## src/hw/rtl/tdfc_pkg.sv

```systemverilog
// shared types and constants of the tick duplicate filter
// no dependencies

package tdfc_pkg;

  localparam int unsigned FOLD_W  = 32;
  localparam int unsigned OCC_W   = 7;
  localparam int unsigned LIMIT_W = 7;
  localparam int unsigned CNT_W   = 64;

  localparam logic [LIMIT_W-1:0] LIMIT_RESET = 7'd64;

  typedef struct packed {
    logic [63:0]       symbol;
    logic [62:0]       time_ns;
    logic [FOLD_W-1:0] price_fold;
    logic [FOLD_W-1:0] volume_fold;
  } fp_t;

  localparam int unsigned FP_W = $bits(fp_t);

  typedef enum logic [2:0] {
    ST_IDLE,
    ST_SCAN,
    ST_INSERT,
    ST_LIMIT,
    ST_DONE
  } tdfc_state_e;

endpackage

```

## src/hw/rtl/tdfc_if.sv

```systemverilog
// valid/ready channels for input ticks and result items
// no dependencies

interface tdfc_tick_if;
  logic        valid;
  logic        ready;
  logic [63:0] tick_symbol;
  logic [62:0] tick_time_ns;
  logic [63:0] price_pattern;
  logic [63:0] trade_volume;

  modport source (output valid, tick_symbol, tick_time_ns, price_pattern, trade_volume,
                  input ready);
  modport sink   (input valid, tick_symbol, tick_time_ns, price_pattern, trade_volume,
                  output ready);
endinterface


```

## src/hw/rtl/tdfc_front.sv

```systemverilog
// front end: accepts ticks, folds price and volume into a fingerprint
// and buffers it in a two-entry queue; uses tdfc_pkg and tdfc_tick_if

module tdfc_front (
  input  logic                 clk_i,
  input  logic                 rst_ni,
  tdfc_tick_if.sink            tick_i,
  output logic                 q_valid_o,
  input  logic                 q_ready_i,
  output tdfc_pkg::fp_t        q_data_o
);

  import tdfc_pkg::*;

  function automatic logic [FOLD_W-1:0] fold64(input logic [63:0] v);
    return v[63:32] ^ v[31:0];
  endfunction

  fp_t        slot_q [2];
  logic       wr_ptr_q, rd_ptr_q;
  logic [1:0] cnt_q;
  logic       push, pop;
  fp_t        fp;

  assign fp.symbol      = tick_i.tick_symbol;
  assign fp.time_ns     = tick_i.tick_time_ns;
  assign fp.price_fold  = fold64(tick_i.price_pattern);
  assign fp.volume_fold = fold64(tick_i.trade_volume);

  assign tick_i.ready = (cnt_q != 2'd2);
  assign push         = tick_i.valid && tick_i.ready;
  assign q_valid_o    = (cnt_q != 2'd0);
  assign pop          = q_valid_o && q_ready_i;
  assign q_data_o     = slot_q[rd_ptr_q];

  always_ff @(posedge clk_i) begin
    if (push) begin
      slot_q[wr_ptr_q] <= fp;
    end
  end

  always_ff @(posedge clk_i or negedge rst_ni) begin
    if (!rst_ni) begin
      wr_ptr_q <= 1'b0;
      rd_ptr_q <= 1'b0;
      cnt_q    <= 2'd0;
    end else begin
      if (push) begin
        wr_ptr_q <= !wr_ptr_q;
      end
      if (pop) begin
        rd_ptr_q <= !rd_ptr_q;
      end
      cnt_q <= cnt_q + 2'(push) - 2'(pop);
    end
  end

endmodule

```

## src/flat_wrapper.sv

```systemverilog
// flat-port wrapper written by rule: the top's interface ports become plain ports
module tdfc_front_flat import tdfc_pkg::*;
  (clk_i, rst_ni, q_valid_o, q_ready_i, q_data_o, tick_i_valid, tick_i_tick_symbol, tick_i_tick_time_ns, tick_i_price_pattern, tick_i_trade_volume, tick_i_ready);
  tdfc_tick_if tick_i_i ();
  input  logic clk_i;
  input  logic rst_ni;
  output logic q_valid_o;
  input  logic q_ready_i;
  output tdfc_pkg::fp_t q_data_o;
  input wire logic [$bits(tick_i_i.valid)-1:0] tick_i_valid;
  input wire logic [$bits(tick_i_i.tick_symbol)-1:0] tick_i_tick_symbol;
  input wire logic [$bits(tick_i_i.tick_time_ns)-1:0] tick_i_tick_time_ns;
  input wire logic [$bits(tick_i_i.price_pattern)-1:0] tick_i_price_pattern;
  input wire logic [$bits(tick_i_i.trade_volume)-1:0] tick_i_trade_volume;
  output wire logic [$bits(tick_i_i.ready)-1:0] tick_i_ready;
  assign tick_i_i.valid = tick_i_valid;
  assign tick_i_i.tick_symbol = tick_i_tick_symbol;
  assign tick_i_i.tick_time_ns = tick_i_tick_time_ns;
  assign tick_i_i.price_pattern = tick_i_price_pattern;
  assign tick_i_i.trade_volume = tick_i_trade_volume;
  assign tick_i_ready = tick_i_i.ready;
  tdfc_front u_core (.clk_i(clk_i), .rst_ni(rst_ni), .tick_i(tick_i_i), .q_valid_o(q_valid_o), .q_ready_i(q_ready_i), .q_data_o(q_data_o));
endmodule
```

## config.mk

```make
export PLATFORM = sky130hd
export DESIGN_NAME = tdfc_front_flat
export DESIGN_NICKNAME = d
export VERILOG_FILES = /design/src/hw/rtl/tdfc_pkg.sv /design/src/hw/rtl/tdfc_if.sv /design/src/hw/rtl/tdfc_front.sv /design/src/flat_wrapper.sv
export SDC_FILE = /design/constraint.sdc
export NUM_CORES = 1
export LEC_CHECK = 0
export BUFFER_PORTS_ARGS = -buffer_cell sky130_fd_sc_hd__buf_2
export CAP_MARGIN = 20
export CORE_AREA = 2 2 184 186
export CTS_CLUSTER_SIZE = 14
export DETAILED_ROUTE_END_ITERATION = 16
export DIE_AREA = 0 0 186 188
export PLACE_DENSITY = 0.78
export SKIP_CTS_REPAIR_TIMING = 1
export SYNTH_ARGS = -nofsm -noshare
export SYNTH_HDL_FRONTEND = slang
export SYNTH_SLANG_ARGS = --single-unit
```

## constraint.sdc

```tcl
create_clock -name clk_i -period 14.3 [get_ports clk_i]
set_input_delay 0.715 -clock clk_i [delete_from_list [all_inputs] [get_ports clk_i]]
set_output_delay 0.715 -clock clk_i [all_outputs]
set_load 0.005 [all_outputs]
```

==> out/results.tsv <==
stage	metric	value	unit
clock_tree	clock buffer count from CTS	40	
synth	Synthesized Nets	938	
final_layout	FF+latch area	11600	sq um
floorplanning	Std-Cell Rows	67	
timing	setup_tns	0	ps
global_routing	first-pass GRT wire length	44000	um
placement	HPWL Detailed	20900	um
power_and_ir_drop	Leakage Power	0.00708	uW
timing	worst slew pin tran	1030	ps
synth	Syn Std Cell Area	14600	sq um
floorplanning	Initial Util	44.1	%
final_layout	Nets	1418	
final_layout	area delta synth->final	26.6	%
floorplanning	IO Pins	452	
timing	post-route worst setup slack	10700	ps
timing	Relative slew margins	31.5	%
route	first-pass detailed-route iteration total	4	
power_and_ir_drop	Peak VDD IR	0.000116	V
synth	area leader, netlist	edfxtp_1	
setup_path	Worst Setup End Kind	output port	
synth	post-synthesis sequential area ratio	79.2	%
placement	pre-CTS setup slack	10870	ps
route	initial detailed-routing violation count	390	
clock_tree	CTS tree	yes	
route	post-DR vias/cell	4.78	
status	outcome	finished clean	
timing	RSZ-0062 raised after global routing	false	
global_routing	total gr overflow	0	
route	DRC Markers	0	
setup_path	required time of the worst setup path	13590	ps
route	Final ANT Viol Nets	0	
synth	synth unique cells	15	
timing	Final period util	25.2	%
final_layout	fin cells	1637	
timing	Highest Clock Rate	0.278	GHz
setup_path	CP Class	register to output port	
timing	final-report setup violation count	0	
power_and_ir_drop	Power, Total	3550	uW
setup_path	crit-path max FO	76	
clock_tree	Clk pin slew, worst setup/hold paths	60	ps
clock_tree	Sink Count	386	
route	Vias	7829	
min_path	Hold/Removal Path Class	input pin to register	
floorplanning	Die W	186	um
final_layout	multi-input logic area	2820	sq um
clock_tree	CTS H-tree depth	2	
clock_tree	CTS root buf	clkbuf_16	
setup_path	crit start category	register	
global_routing	largest net degree at the start of global routing	77	
synth	top cell type's share of synthesized area	78.5	%
timing	Fin. Hold Viols	0	
floorplanning	core area	33100	sq um
timing	final max-slew violation count	0	
final_layout	fill count	2539	
final_layout	layout cells sized above 1	59.6	%
clock_tree	clk buf depth	3	
global_routing	initial antenna violation count	9	
floorplanning	Die Y	188	um
synth	top cells by area, synth	edfxtp_1 (78%), mux2_2 (15%), xor2_1 (3.9%)	
route	DR WL/cell	18.7	um
power_and_ir_drop	P per Cell Area	192	nW/um^2
synth	Gate Count Post-Synth	677	
synth	Syn Area/Cell	21.6	sq um
synth	post-synthesis sequential element count	386	
clock_tree	clk_lat worst skew	520	ps
placement	DP Cell Count	1562	
timing	final clock skew	10.0	ps
route	DRT Wirelength	30600	um
timing	Final min period	3600	ps
floorplanning	Die Area	35000	sq um
global_routing	GRT Util Overall	16.7	%
placement	port buffer count	451	
global_routing	vias in the first global route	8272	
placement	GP Congestion	0.796	
run	Max Cap Violations	0	
setup_path	crit path DAT	2890	ps
synth	Synth Warn #	0	
area by class of cell:
cell class | instances | area share [%]
Antenna cell | 5 | 0.0676
Clock buffer | 47 | 5.67
Clock inverter | 22 | 0.832
Inverter | 3 | 0.0609
Multi-Input combinational cell | 267 | 15.2
Sequential cell | 386 | 62.6
Tap cell | 448 | 3.03
Timing Repair Buffer | 459 | 12.5
worst paths after layout:
| path | from | end | slack (ps) | cells after the start |
|---|---|---|---|---|
| worst min register to register | u_core.cnt_q[1]$_DFF_PN0_ | u_core.cnt_q[1]$_DFF_PN0_ | 530 | 1 |
| max in group asynchronous | rst_ni | u_core.rd_ptr_q$_DFFE_PN0P_ | 13610 | 2 |
| worst min-delay path | tick_i_tick_time_ns[4] | u_core.slot_q[0][68]$_DFFE_PP_ | 380 | 1 |
| worst max register to register | u_core.cnt_q[1]$_DFF_PN0_ | u_core.slot_q[0][151]$_DFFE_PP_ | 11150 | 5 |
| min in group asynchronous | rst_ni | u_core.wr_ptr_q$_DFFE_PN0P_ | 540 | 2 |
| worst max-delay path | u_core.rd_ptr_q$_DFFE_PN0P_ | q_data_o[158] | 10700 | 3 |
state kept, by name (all words and copies together), names as in the netlist:
signal	count
u_core.slot_q	382
u_core.cnt_q	2
u_core.rd_ptr_q	1
u_core.wr_ptr_q	1
synth_stat cells:
library cell,count
buf_2,1
inv_1,3
edfxtp_1,382
nand2_1,1
mux2_2,191
ha_1,2
or2_2,1
nor2_1,1
buf_6,20
and3_1,1
and2_1,1
xnor2_1,3
xor2_1,65
nand2b_1,1
dfrtp_1,4
critical path, stage by stage, from the launching register on:
cell     delay [ps]
dfrtp_4         830
buf_4           840
mux2_2          440
buf_2           140
cells in the final DEF (no fill, tap or decap), drive strengths merged, types with 2 or more instances in the layout:
master | netlist | layout
buf | 21 | 458
bufinv | 0 | 2
clkbuf | 0 | 47
clkinv | 0 | 19
dfrtp | 4 | 4
diode | 0 | 5
edfxtp | 382 | 382
ha | 2 | 2
inv | 3 | 3
mux2 | 191 | 191
xnor2 | 3 | 3
xor2 | 65 | 65
report_power, final:
part,total [uW],internal [uW],leakage [uW],switching (uW)
clock network,954,557,0.000592,397
registers,1640,1560,0.00359,77.2
logic,959,466,0.00290,493
total,3550,2580,0.00708,968
per-stage QoR:
| step | util (%) | hold slack (ps) | area, sq um |
|---|---|---|---|
| floorplan | - | 419 | 14600 |
| global placement | 52.2 | 476 | 17300 |
| detailed placement | 52.2 | 518 | 17300 |
| CTS | 55.8 | -28.0 | 18500 |
| global route | 55.9 | 358 | 18500 |
| finish | 55.9 | 381 | 18500 |
cell families (layout without fill, tap and decap cells):
kind of cell,count (synthesis),after routing,synth area share (%)
flip-flops,386,386,79.2
AND/OR/NAND/NOR,6,6,0.223
XOR/XNOR,68,68,4.07
adder cells (fa/ha/maj),2,2,0.171
multiplexers,191,191,14.7
buffers and inverters,24,531,1.65
other,0,5,0
metal layers:
metal  vias to the layer above  track usage [%]  wire [um]
met2                       357             29.7      15600
met5                         -                0         24
met1                      3792             18.3      11300
li1                       3609                -          -
met3                        67             5.26       2660
met4                         4             7.03       1020
Note: power is estimated with default switching activity, not from simulation.
